### config.mk
export PLATFORM = sky130hd
export DESIGN_NAME = q2e_sqrt_cell
export DESIGN_NICKNAME = d
export VERILOG_FILES = /design/src/sv/q2e_pkg.sv /design/src/sv/q2e_sqrt_cell.sv
export SDC_FILE = /design/constraint.sdc
export NUM_CORES = 1
export LEC_CHECK = 0
export CAP_MARGIN = 15
export CORE_MARGIN = 2
export CORE_UTILIZATION = 50
export CTS_CLUSTER_SIZE = 8
export DETAILED_ROUTE_END_ITERATION = 8
export DONT_BUFFER_PORTS = 1
export GPL_TIMING_DRIVEN = 0
export PLACE_DENSITY = 0.64
export SLEW_MARGIN = 20
export SYNTH_ARGS = -nofsm -noshare
export SYNTH_HDL_FRONTEND = slang
export SYNTH_SLANG_ARGS = --single-unit
### constraint.sdc
create_clock -name clk -period 3.45 [get_ports clk]
set_input_delay 0.5175 -clock clk [delete_from_list [all_inputs] [get_ports clk]]
set_output_delay 0.5175 -clock clk [all_outputs]
set_load 0.02 [all_outputs]
### src/sv/q2e_pkg.sv
package q2e_pkg;

	localparam int TABLE_LEN = 25;
	// CORDIC datapath width: Q28 operands grow with the vector gain
	localparam int DW = 36;
	localparam int ZW = 27;

	localparam logic signed [ZW-1:0] HALF_PI_Q24 = 27'sd26353589;

	typedef logic signed [DW-1:0] dat_t;
	typedef logic signed [ZW-1:0] ang_t;

	typedef struct packed {
		dat_t x;
		dat_t y;
		ang_t z;
	} vec_t;

	function automatic ang_t atan_entry(input int i);
		ang_t t;
		unique case (i)
			0: t = 27'sd13176795;
			1: t = 27'sd7778716;
			2: t = 27'sd4110060;
			3: t = 27'sd2086331;
			4: t = 27'sd1047214;
			5: t = 27'sd524117;
			6: t = 27'sd262123;
			7: t = 27'sd131069;
			default: t = (i < TABLE_LEN) ? ang_t'(27'sd1 <<< (24 - i)) : '0;
		endcase
		return t;
	endfunction

endpackage

### src/sv/q2e_sqrt_cell.sv
module q2e_sqrt_cell
	import q2e_pkg::*;
#(
	parameter int BITPOS = 56
) (
	input  logic        clk,
	input  logic        en,
	input  logic [56:0] rem_in,
	input  logic [56:0] res_in,
	output logic [56:0] rem_out,
	output logic [56:0] res_out
);

	localparam logic [56:0] BIT = 57'd1 << BITPOS;

	logic [57:0] trial;

	always_comb trial = {1'b0, res_in} + {1'b0, BIT};

	// one digit of the restoring root per cycle while en is high
	always_ff @(posedge clk) begin
		if (en) begin
			if ({1'b0, rem_in} >= trial) begin
				rem_out <= rem_in - trial[56:0];
				res_out <= (res_in >> 1) + BIT;
			end else begin
				rem_out <= rem_in;
				res_out <= res_in >> 1;
			end
		end
	end

endmodule

==> metrics.txt <==
leading post-synthesis cells by cell area edfxtp_1 (45%), ha_1 (9.5%), nand2_1 (4.6%); Fmax about 300 MHz; DR pass1 iterations 5; Die Area approximately 0.016 mm²; Max Cap Violations 0; ys async rst share 0; per-cell routed wire length 19.0 µm; syn_nets around 960; largest net degree at the start of global routing roughly 120; Seq/Total Area, Yosys 0.448; Arr. time, crit path 3430 ps; CTS tree done; via density per instance roughly 6.0; min-delay src res_in[32]; Clk pwr share 0.396; num rows 45; total vias in the final route 5963; Static Leak approximately 0.0036 µW; Setup WS pre-CTS -607 ps; YS warnings 0; Synth Instances roughly 800; initial drt markers 395; measured slew at the worst slew-check pin ~560 ps; quantity of hold-fixing buffers added after cts 0; drt drc 0; Crit path largest cell delay 610 ps; unrepaired setup endpoints after global routing false; WP buf/inv 5; Boundary Pins between 200 and 250; DRT antenna net count 0; Min-Delay Endpoint res_out[31]; final core utilization 0.565; initial antenna violation count 0; crit end category flop; CP max FO 10; Syn Area/Cell between 9 and 10 µm²; switch share 0.290; status completed; n_diodes 0; unique cell type count in the Yosys netlist 64; Final Hold Viols 0; critical path type in -> reg; IO Port Bufs 0; min-delay worst type in -> reg; Layout fillers about 1.4k; crit path cell chain inv_1, ha_1, buf_2, and4_1, nand3_1, or4_4, a21oi_1, o2111ai_1, nand2_1, and3_1, a211oi_4, buf_12, buf_6, buf_6, nand2_1, o21ai_0; die extent in x between 100 and 150 µm; Initial Util 0.507; Startpoint Class input port; Final Setup Violations 0; Core Footprint roughly 0.015 mm²; top_reg_cell synth edfxtp_1; Slew HR 0.623; switching power 1310 µW; fin area between 0.008 and 0.009 mm²; Crit path required time 3600 ps; grt total ovfl 0; #FFs+latches synth 114; Sink Count about 110; HPWL after DPL around 15000 µm; via count of the first global-routing pass ~6k; Tcrit/Tclk final 0.951; most common cell after layout, fill and taps aside edfxtp_1; mapped cell area between 0.007 and 0.008 mm²; Reg clk slew, reported paths 60 ps; Worst VDD drop roughly 0.35 mV; largest delay contributor family on the critical path simple AND/OR/NAND/NOR gates; DP Area 0.00788 mm²; final std cells w/o fill 1002; Inserted Clock Buffers 17; Synth top area share 0.448; H-tree levels 4; Logic pwr share 0.179; number of synthesized flops with an enable pin about 110; Seq pwr share 0.425; share of layout cells above drive strength 1 0.0774; internal power around 3200 µW; layout net count around 1000; GP Congestion around 0.88; drt total wl around 19000 µm; Slowest-stage cell, CP or4_4; overall global routing resource usage 0.234; Synth area leader edfxtp_1; area grow syn2layout 11.4%; Die Y about 130 µm; setup TNS 0 ps; most frequent cells in the layout edfxtp_1 (114), nand2_1 (93), inv_1 (72); clock root cell clkbuf_16; Cell Pwr Density roughly 530 mW/mm²; Cells after DPL 970; Final Slew Violations 0; Final WS setup 171 ps; hold path depth 0; clk buf depth 2; post-layout min period around 3300 ps; first-pass GRT wire length 29600 µm
==> sequential cells by signal, indices dropped and copies added (netlist names) <==
name / flops
rem_out: 57
res_out: 57
==> cells by family (layout without fill, tap and decap cells) <==
kind of cell	Yosys count	in the layout	share of synthesized area
flops	114	114	0.448
xor+xnor	50	50	0.0573
fa+ha+maj	59	59	0.0975
compound gates	242	242	0.200
mux	7	7	0.0116
simple gates	199	199	0.125
buf+inv	111	143	0.0614
==> cell type report <==
cell class | count | area (µm²) | area share
clock inverters | 14 | 170 | 0.0200
flip-flops and latches | 114 | 3420 | 0.402
plain buffers | 37 | 196 | 0.0231
repair buffers | 2 | 27.5 | 0.00323
clock buffers | 17 | 425 | 0.0499
inverters | 73 | 274 | 0.0322
well taps | 188 | 235 | 0.0276
multi-input cells | 557 | 3770 | 0.442
==> worst max path at each step <==
stage / from / end / slack [ps] / cells past startpoint
2_1_floorplan: rem_in[0] / rem_out[1] / 130 / 14
3_3_place_gp: rem_in[0] / rem_out[2] / -550 / 15
3_5_place_dp: rem_in[0] / rem_out[2] / -610 / 15
4_1_cts: rem_in[0] / rem_out[43] / 20 / 15
5_1_grt: rem_in[0] / rem_out[29] / 20 / 15
6_report: res_in[13] / rem_out[24] / 170 / 16
==> power by group through the flow <==
stage | registers (µW) | clock network [µW] | logic [µW]
2_1_floorplan | 1930 | 0 | 624
3_3_place_gp | 1950 | 0 | 788
3_5_place_dp | 1950 | 0 | 794
4_1_cts | 1930 | 1830 | 807
5_1_grt | 1940 | 1880 | 915
6_report | 1920 | 1800 | 811
==> synthesized netlist by cell type (11+ instances only) <==
cell / count
inv_1: 72
o21ai_1: 11
nand3_1: 17
a21oi_1: 54
a21o_1: 36
clkbuf_1: 24
edfxtp_1: 114
xnor2_1: 23
nor2_1: 22
nand4_1: 16
xor2_1: 27
a31oi_1: 14
nand2_1: 93
o21ai_0: 62
ha_1: 58
==> through the flow <==
step | hold slack, ps | total power [µW]
global placement | 616 | 2740
finish | 183 | 4530
CTS | 168 | 4560
detailed placement | 616 | 2750
global route | 169 | 4730
floorplan | 616 | 2560
==> layer usage <==
layer	track usage	part of all wire	wire [µm]
met1	0.292	0.44	8320
met2	0.375	0.46	8860
met3	0.0835	0.082	1570
met4	0.0879	0.016	310
met5	0	0	0
==> timing repair <==
| item | CTS | global route |
|---|---|---|
| pin swaps | 1 | 1 |
| buffers inserted | 2 | 0 |
| gates cloned | 0 | 0 |
| gates resized for setup | 2 | 7 |
| endpoints found under the setup margin | 38 | 57 |
Note: power is estimated with default switching activity, not from simulation.
